<file path="src/hdl/mbde_pkg.sv">
// ----------------------------------------------------------------------------
// mbde_pkg
// Shared constants and types of the button debounce event encoder.
// ----------------------------------------------------------------------------
`default_nettype none

package mbde_pkg;

	localparam int NUM_BUTTONS = 5;
	localparam int EVT_W       = NUM_BUTTONS + 1;   // bit 0 heartbeat, bit i+1 button i
	localparam int CODE_W      = 8;
	localparam logic [CODE_W-1:0] HB_CODE = 8'hFE;

	localparam int DEB_W   = 16;
	localparam int GUARD_W = 16;
	localparam int HB_W    = 24;
	localparam int TIME_W  = 16;
	localparam int CFG_W   = 24;
	localparam int CFG_IDX_W = 2;

	localparam logic [CFG_IDX_W-1:0] REG_DEBOUNCE   = 2'd0;
	localparam logic [CFG_IDX_W-1:0] REG_BOOT_GUARD = 2'd1;
	localparam logic [CFG_IDX_W-1:0] REG_HEARTBEAT  = 2'd2;

	localparam logic [DEB_W-1:0]   DEB_RESET   = 16'd50;
	localparam logic [GUARD_W-1:0] GUARD_RESET = 16'd500;
	localparam logic [HB_W-1:0]    HB_RESET    = 24'd10000;

	localparam int Q_DEPTH = 2;
	localparam int QPTR_W  = (Q_DEPTH > 1) ? $clog2(Q_DEPTH) : 1;
	localparam int QCNT_W  = $clog2(Q_DEPTH + 1);

	typedef logic [EVT_W-1:0] evt_mask_t;

	typedef struct packed {
		logic full;
		logic empty;
	} qstat_t;

endpackage

`default_nettype wire

</file>
<file path="src/hdl/mbde_front.sv">
// ----------------------------------------------------------------------------
// mbde_front
// Tick front end: counters, debounce per button, event mask per tick.
// ----------------------------------------------------------------------------
`default_nettype none

module mbde_front (
	input  wire logic                               clk,
	input  wire logic                               arst_n,
	input  wire logic                               cfg_we,
	input  wire logic [mbde_pkg::CFG_IDX_W-1:0]     cfg_idx,
	input  wire logic [mbde_pkg::CFG_W-1:0]         cfg_wdata,
	input  wire logic                               accept,
	input  wire logic [mbde_pkg::NUM_BUTTONS-1:0]   raw_buttons,
	output logic                                    q_push,
	output mbde_pkg::evt_mask_t                     q_mask
);
	import mbde_pkg::*;

	logic [DEB_W-1:0]       deb_q;
	logic [GUARD_W-1:0]     guard_q;
	logic [HB_W-1:0]        hb_ticks_q;
	logic [TIME_W-1:0]      time_q;
	logic [HB_W-1:0]        hb_q;
	logic [DEB_W-1:0]       settle_q [NUM_BUTTONS];
	logic [NUM_BUTTONS-1:0] seen_q;
	logic [NUM_BUTTONS-1:0] conf_q;

	logic [TIME_W-1:0]      time_n;
	logic [HB_W-1:0]        hb_n;
	logic                   hb_fire;
	logic                   guard_open;
	logic [DEB_W-1:0]       settle_inc [NUM_BUTTONS];
	logic [DEB_W-1:0]       settle_nx  [NUM_BUTTONS];
	logic [NUM_BUTTONS-1:0] commit;

	always_comb begin
		time_n     = (time_q == '1) ? time_q : time_q + 1'b1;
		hb_n       = (hb_q == '1) ? hb_q : hb_q + 1'b1;
		hb_fire    = (hb_n >= hb_ticks_q);
		guard_open = (time_n >= guard_q);
		for (int i = 0; i < NUM_BUTTONS; i++) begin
			settle_inc[i] = (settle_q[i] == '1) ? settle_q[i] : settle_q[i] + 1'b1;
			if (guard_open) begin
				settle_nx[i] = (raw_buttons[i] != seen_q[i]) ? '0 : settle_inc[i];
				commit[i]    = (settle_nx[i] >= deb_q) && (raw_buttons[i] != conf_q[i]);
			end else begin
				settle_nx[i] = settle_inc[i];
				commit[i]    = 1'b0;
			end
		end
		q_mask = {commit & raw_buttons, hb_fire};
		q_push = accept && (q_mask != '0);
	end

	always_ff @(posedge clk or negedge arst_n) begin
		if (!arst_n) begin
			deb_q      <= DEB_RESET;
			guard_q    <= GUARD_RESET;
			hb_ticks_q <= HB_RESET;
		end else if (cfg_we) begin
			unique case (cfg_idx)
				REG_DEBOUNCE:   deb_q      <= cfg_wdata[DEB_W-1:0];
				REG_BOOT_GUARD: guard_q    <= cfg_wdata[GUARD_W-1:0];
				REG_HEARTBEAT:  hb_ticks_q <= cfg_wdata[HB_W-1:0];
				default: ;
			endcase
		end
	end

	always_ff @(posedge clk or negedge arst_n) begin
		if (!arst_n) begin
			time_q <= '0;
			hb_q   <= '0;
			seen_q <= '0;
			conf_q <= '0;
			for (int i = 0; i < NUM_BUTTONS; i++) begin
				settle_q[i] <= '0;
			end
		end else if (accept) begin
			time_q <= time_n;
			hb_q   <= hb_fire ? '0 : hb_n;
			if (guard_open) begin
				seen_q <= raw_buttons;
			end
			conf_q <= conf_q ^ commit;
			for (int i = 0; i < NUM_BUTTONS; i++) begin
				settle_q[i] <= settle_nx[i];
			end
		end
	end

endmodule

`default_nettype wire

</file>
<file path="src/hdl/mbde_queue.sv">
// ----------------------------------------------------------------------------
// mbde_queue
// Short register queue of event masks between front end and drain.
// ----------------------------------------------------------------------------
`default_nettype none

module mbde_queue (
	input  wire logic                  clk,
	input  wire logic                  arst_n,
	input  wire logic                  wr_en,
	input  wire mbde_pkg::evt_mask_t   wr_data,
	input  wire logic                  rd_en,
	output mbde_pkg::evt_mask_t        rd_data,
	output mbde_pkg::qstat_t           stat
);
	import mbde_pkg::*;

	evt_mask_t         mem_q [Q_DEPTH];
	logic [QPTR_W-1:0] wr_ptr_q;
	logic [QPTR_W-1:0] rd_ptr_q;
	logic [QCNT_W-1:0] cnt_q;
	logic              do_wr;
	logic              do_rd;

	assign stat.full  = (cnt_q == QCNT_W'(Q_DEPTH));
	assign stat.empty = (cnt_q == '0);
	assign do_wr      = wr_en && !stat.full;
	assign do_rd      = rd_en && !stat.empty;
	assign rd_data    = mem_q[rd_ptr_q];

	always_ff @(posedge clk) begin
		if (do_wr) begin
			mem_q[wr_ptr_q] <= wr_data;
		end
	end

	always_ff @(posedge clk or negedge arst_n) begin
		if (!arst_n) begin
			wr_ptr_q <= '0;
			rd_ptr_q <= '0;
			cnt_q    <= '0;
		end else begin
			if (do_wr) begin
				wr_ptr_q <= (wr_ptr_q == QPTR_W'(Q_DEPTH - 1)) ? '0 : wr_ptr_q + 1'b1;
			end
			if (do_rd) begin
				rd_ptr_q <= (rd_ptr_q == QPTR_W'(Q_DEPTH - 1)) ? '0 : rd_ptr_q + 1'b1;
			end
			if (do_wr && !do_rd) begin
				cnt_q <= cnt_q + 1'b1;
			end else if (do_rd && !do_wr) begin
				cnt_q <= cnt_q - 1'b1;
			end
		end
	end

endmodule

`default_nettype wire

</file>
<file path="src/hdl/mbde_drain.sv">
// ----------------------------------------------------------------------------
// mbde_drain
// Back end: takes one event mask, sends its events lowest bit first.
// ----------------------------------------------------------------------------
`default_nettype none

module mbde_drain (
	input  wire logic                          clk,
	input  wire logic                          arst_n,
	input  wire mbde_pkg::evt_mask_t           q_data,
	input  wire mbde_pkg::qstat_t              q_stat,
	output logic                               q_pop,
	input  wire logic                          pop,
	output logic                               empty,
	output logic [mbde_pkg::CODE_W-1:0]        event_code,
	output logic                               last_event
);
	import mbde_pkg::*;

	evt_mask_t         pend_q;
	logic              out_valid_q;
	logic [CODE_W-1:0] out_code_q;
	logic              out_last_q;

	logic              load_ok;
	logic              emit;
	evt_mask_t         low_bit;
	evt_mask_t         pend_after;
	logic [CODE_W-1:0] code;

	always_comb begin
		load_ok    = !out_valid_q || pop;
		emit       = load_ok && (pend_q != '0);
		low_bit    = pend_q & (~pend_q + 1'b1);
		pend_after = emit ? (pend_q & ~low_bit) : pend_q;
		q_pop      = (pend_after == '0) && !q_stat.empty;
		code       = low_bit[0] ? HB_CODE : '0;
		for (int i = 1; i < EVT_W; i++) begin
			code = code | (low_bit[i] ? CODE_W'(i - 1) : '0);
		end
	end

	always_ff @(posedge clk or negedge arst_n) begin
		if (!arst_n) begin
			pend_q      <= '0;
			out_valid_q <= 1'b0;
		end else begin
			pend_q <= q_pop ? q_data : pend_after;
			if (emit) begin
				out_valid_q <= 1'b1;
			end else if (pop) begin
				out_valid_q <= 1'b0;
			end
		end
	end

	always_ff @(posedge clk) begin
		if (emit) begin
			out_code_q <= code;
			out_last_q <= (pend_after == '0);
		end
	end

	assign empty      = !out_valid_q;
	assign event_code = out_code_q;
	assign last_event = out_last_q;

endmodule

`default_nettype wire

</file>
<file path="src/hdl/multi_button_debounce_event_encoder.sv">
// A tick's mask passes the mask queue and the drain's pending and result registers.
// Throughput: one tick beat per cycle while the 2-entry mask queue has room.
// The drain sends one result per cycle while pop is held, one tick's events at a time.
// Reset (arst_n low, async) restores register defaults, clears all counts and
// levels, empties the queue and the result register.
// ----------------------------------------------------------------------------
// multi_button_debounce_event_encoder
// Debounces button levels per tick and encodes press and heartbeat events.
// ----------------------------------------------------------------------------
`default_nettype none

module multi_button_debounce_event_encoder (
	input  wire logic                               clk,
	input  wire logic                               arst_n,
	input  wire logic                               cfg_we,
	input  wire logic [mbde_pkg::CFG_IDX_W-1:0]     cfg_idx,
	input  wire logic [mbde_pkg::CFG_W-1:0]         cfg_wdata,
	input  wire logic                               push,
	output logic                                    full,
	input  wire logic [mbde_pkg::NUM_BUTTONS-1:0]   raw_buttons,
	output logic                                    empty,
	input  wire logic                               pop,
	output logic [mbde_pkg::CODE_W-1:0]             event_code,
	output logic                                    last_event
);
	import mbde_pkg::*;

	logic      accept;
	logic      q_push;
	evt_mask_t q_mask;
	logic      q_pop;
	evt_mask_t q_data;
	qstat_t    q_stat;

	assign full   = q_stat.full;
	assign accept = push && !full;

	mbde_front u_front (
		.clk         (clk),
		.arst_n      (arst_n),
		.cfg_we      (cfg_we),
		.cfg_idx     (cfg_idx),
		.cfg_wdata   (cfg_wdata),
		.accept      (accept),
		.raw_buttons (raw_buttons),
		.q_push      (q_push),
		.q_mask      (q_mask)
	);

	mbde_queue u_queue (
		.clk     (clk),
		.arst_n  (arst_n),
		.wr_en   (q_push),
		.wr_data (q_mask),
		.rd_en   (q_pop),
		.rd_data (q_data),
		.stat    (q_stat)
	);

	mbde_drain u_drain (
		.clk        (clk),
		.arst_n     (arst_n),
		.q_data     (q_data),
		.q_stat     (q_stat),
		.q_pop      (q_pop),
		.pop        (pop),
		.empty      (empty),
		.event_code (event_code),
		.last_event (last_event)
	);

endmodule

`default_nettype wire

</file>
<file path="config.mk">
export PLATFORM = sky130hd
export DESIGN_NAME = multi_button_debounce_event_encoder
export DESIGN_NICKNAME = d
export VERILOG_FILES = /design/src/hdl/mbde_pkg.sv /design/src/hdl/mbde_front.sv /design/src/hdl/mbde_queue.sv /design/src/hdl/mbde_drain.sv /design/src/hdl/multi_button_debounce_event_encoder.sv
export SDC_FILE = /design/constraint.sdc
export NUM_CORES = 1
export LEC_CHECK = 0
export BUFFER_PORTS_ARGS = -buffer_cell sky130_fd_sc_hd__buf_2
export CAP_MARGIN = 20
export CORE_MARGIN = 4
export CORE_UTILIZATION = 60
export DETAILED_ROUTE_END_ITERATION = 6
export GPL_TIMING_DRIVEN = 0
export HOLD_SLACK_MARGIN = 0.06
export PLACE_DENSITY = 0.89
export SYNTH_ARGS = -nofsm -noshare
export SYNTH_HDL_FRONTEND = slang
export SYNTH_HIERARCHICAL = 1
export SYNTH_SLANG_ARGS = --single-unit
export TNS_END_PERCENT = 50
</file>
<file path="constraint.sdc">
create_clock -name clk -period 8.65 [get_ports clk]
set_input_delay 0 -clock clk [delete_from_list [all_inputs] [get_ports clk]]
set_output_delay 0 -clock clk [all_outputs]
set_load 0.01 [all_outputs]
</file>
==> flow_summary.json <==
{
  "fin_skew_ns": 0.0189,
  "fin_crit_sh_pct": 57.8,
  "setup.worst_path.start_class": "register",
  "io_buffer_count": 46,
  "path_clk_slew_ns": 0.06,
  "ir_worst_vdd_uv": 172,
  "finalSetupViolCount": 0,
  "synth_edf_count": 17,
  "ios": 47,
  "tightestPinTransition_ns": 1.01,
  "start_util_pct": 61.1,
  "hpwl_mm": 27.6,
  "drive_gt1_share_pct": 14.3,
  "drc": 0,
  "syn_inst": 1606,
  "avgRoutedWirePerCell_microns": 20.1,
  "avgSynthCellArea_sq_um": 9.28,
  "hold_ws_ns": 0.0674,
  "syn_nets": 1770,
  "maxSlewViolCount": 0,
  "die_h_microns": 166,
  "maxSlewHeadroom_pct": 32.5,
  "crit_path_end_kind": "register",
  "synthTopCellsByArea": "dfrtp_1, ha_1, mux2_2",
  "status": "finished clean",
  "p_clk_share_pct": 23.5,
  "vias_per_cell": 6.45,
  "synthDistinctLibCells": 90,
  "hp-class": "input pin to asynchronous set/reset pin",
  "placeableCoreArea_sq_um": 24400,
  "yosysSeqAreaShare_pct": 36.6,
  "synth_top_family_by_area": "simple AND/OR/NAND/NOR gates",
  "path_max_fanout": 10,
  "grt_overflow": 0,
  "nFillCells": 1736,
  "cts_made_buffers": 25,
  "path_delay_family": "simple AND/OR/NAND/NOR gates",
  "cap_violations": 0,
  "synthSimpleGateAreaFrac_pct": 19.8,
  "r2r_slack_ns": 3.65,
  "grt_use_total_pct": 30.5,
  "period_needed_ns": 5.00,
  "crit_slowest_cell": "dfrtp_1",
  "yosysWarnings": 6,
  "synth_top_area_cell": "dfrtp_1",
  "grt_pass1_wl_mm": 67.0,
  "intPower_mw": 2.66,
  "arrival_ns": 5.46,
  "slowest_delay_ns": 0.42,
  "wl_mm": 41.5,
  "firstDrtPassIters": 6,
  "drt_iter0_drc": 1338,
  "clk_path_buf_depth": 3,
  "h-tree-depth": 1,
  "synth_seq_cells": 214,
  "grt_pass1_vias": 13100,
  "leakage_nw": 7.76,
  "synthArstFlopShare_pct": 92.1,
  "hold_viol": 0,
  "syn-cell-area_sq_um": 14900,
  "crit_required_ns": 9.11,
  "antenna_found_initial": 2,
  "place_congestion": 0.893,
  "powerDensity_nw_per_um2": 269,
  "synth.top_cell.area_share_pct": 30.7,
  "tns_ns": 0,
  "final_nets": 1881,
  "row_count": 57,
  "path_class": "register to register",
  "p_sw_mw": 1.84,
  "clock_sinks": 214,
  "swShare_pct": 41.0,
  "path_cells": "ha_1 > and3_1 > and3_2 > nand2_1 > or3_1 > buf_2 > clkbuf_1 > nand2_1 > xnor2_1 > ha_1 > and3_1 > a221o_1 > a211oi_1 > o21ai_1 > nand2_1 > a21oi_1 > o21a_1 > nand2_2 > inv_1 > ha_1 > xor2_1 > nor2_1 > xor2_1",
  "fmax_ghz": 0.200,
  "grt_max_degree": 112,
  "yosys.area_share.xor_xnor_pct": 6.94,
  "clk_latency_ns": 0.55,
  "synth_ff_type": "dfrtp_1",
  "power_frac_seq_pct": 34.0,
  "synth-adder-area-share_pct": 10.7,
  "routed-via-count": 13300,
  "cts_tree": "built",
  "synthToLayoutAreaGrowth_pct": 12.5,
  "pwr-share-comb_pct": 42.5,
  "path_buf_inv": 3,
  "ctsResizeCount": 0,
  "synth-compound-area-share_pct": 15.3,
  "ant_nets": 0,
  "die_width_microns": 166,
  "dieArea_sq_um": 27400,
  "synthMuxAreaShare_pct": 5.82,
  "root_buffer": "clkbuf_16",
  "rsz0062_at_grt": "no"
}
-- cell usage after synthesis, types with 4 or more instances --
cell,count
o21ai_1,9
nor2_1,118
a21oi_1,103
and2_1,17
nor4_1,7
a22o_1,14
and4_1,21
nor3b_1,5
o21a_1,11
a41oi_1,11
nand3b_1,13
nand3_1,55
clkbuf_1,37
xnor2_1,75
a21o_1,12
a31oi_1,57
nand2_1,141
o22ai_1,5
mux2i_1,9
ha_1,128
nand4_1,29
dfstp_2,14
nand3_2,5
nor3_1,18
and3_1,41
or4_1,4
o31ai_1,4
inv_1,82
nor2b_1,10
xor2_1,43
mux2_2,65
o2bb2ai_1,13
edfxtp_1,17
dfrtp_1,183
o21ai_0,79
o211ai_1,4
mux2_1,4
buf_2,26
a211oi_1,8
nand2b_1,25
buf_4,11
-- metal layers --
layer	up-vias	wire length, microns	GRT usage (%)
li1	6016	-	-
met1	6345	15900	37.4
met2	690	19100	49.6
met3	230	3600	6.23
met4	2	2800	18.7
met5	-	13	0
-- worst reg2reg max path, cell delays in order, from the launching register on --
cell and delay (ns):
dfrtp_1 0.42, ha_1 0.21, and3_1 0.20, and3_2 0.23, nand2_1 0.09, or3_1 0.35
buf_2 0.17, clkbuf_1 0.24, nand2_1 0.13, xnor2_1 0.13, ha_1 0.25, and3_1 0.20
a221o_1 0.39, a211oi_1 0.27, o21ai_1 0.25, nand2_1 0.33, a21oi_1 0.13, o21a_1 0.17
nand2_2 0.09, inv_1 0.06, ha_1 0.21, xor2_1 0.15, nor2_1 0.12, xor2_1 0.15
-- sequential cells by signal, summed over array words and instances, names as in the netlist --
register	cells
u_front/time_q	16
u_front/hb_q	24
u_front/guard_q	16
u_front/hb_ticks_q	24
u_queue/mem_q	12
u_front/deb_q	16
u_queue/cnt_q	2
u_drain/last_event	1
u_front/seen_q	5
u_drain/event_code	4
u_queue/wr_ptr_q	1
u_queue/rd_ptr_q	1
u_drain/pend_q	6
u_front/conf_q	5
u_drain/out_valid_q	1
u_front/settle_q	80
-- through the flow --
stage	util [%]	instance area (sq um)	total power, mW	instances	setup WS (ns)
after CTS	68.7	16800	4.42	2059	3.74
after detailed placement	63.9	15600	3.34	1977	3.81
final	68.7	16800	4.50	2060	3.65
after global routing	68.7	16800	4.79	2060	3.37
after global placement	63.7	15500	3.22	1976	3.97
after floorplan	-	14900	2.81	1606	4.44
-- cell type report --
| type | instances | area, sq um | share of cell area (%) |
|---|---|---|---|
| clock buffers | 37 | 731 | 4.36 |
| inverters | 84 | 315 | 1.88 |
| flip-flops and latches | 214 | 5460 | 32.6 |
| diodes | 1 | 2.50 | 0.0149 |
| clock inverters | 8 | 83.8 | 0.500 |
| multi-input cells | 1229 | 8730 | 52.1 |
| well taps | 324 | 405 | 2.42 |
| repair buffers | 84 | 638 | 3.81 |
| plain buffers | 79 | 393 | 2.34 |
-- timing repair --
item / 4_1_cts / 5_1_grt
hold endpoints to repair: 158 / 0
buffers inserted: 0 / 0
hold buffers: 37 / 0
-- cell families after synthesis --
logic type,Yosys count
AND/OR/NAND/NOR,547
AO/OA/AOI/OAI,358
flip-flops,214
buffers and inverters,163
adder cells (fa/ha/maj),128
XOR/XNOR,118
multiplexers,78
-- path summary, 6_finish.rpt --
path / from / to / depth (start not counted)
setup / recovery: u_front/time_q[0] / u_queue/cnt_q[1] / 23
setup reg to reg: u_front/time_q[0] / u_queue/cnt_q[1] / 23
min in group clk: pop / u_drain/out_valid_q / 3
hold / removal: arst_n / u_front/settle_q[21] / 2
hold reg to reg: u_drain/pend_q[0] / u_drain/event_code[6] / 0
max in group asynchronous: arst_n / u_front/time_q[0] / 3
-- layout by cell type, fill, tap and decap left out, types with 55 or more instances in the layout --
cell and instances:
a21oi_1 103, nand2_1 141, ha_1 128, nor2_1 118, dfrtp_1 183, mux2_2 65, xnor2_1 75, a31oi_1 57
o21ai_0 79, nand3_1 55, inv_1 82, buf_2 71
-- power groups by stage --
stage	Clock, mW	Sequential, mW	Combinational, mW
6_report	1.06	1.53	1.91
5_1_grt	1.12	1.56	2.12
4_1_cts	1.06	1.51	1.86
3_5_place_dp	0	1.52	1.82
3_3_place_gp	0	1.50	1.72
2_1_floorplan	0	1.46	1.35
Power figures use the tool's default switching activity.
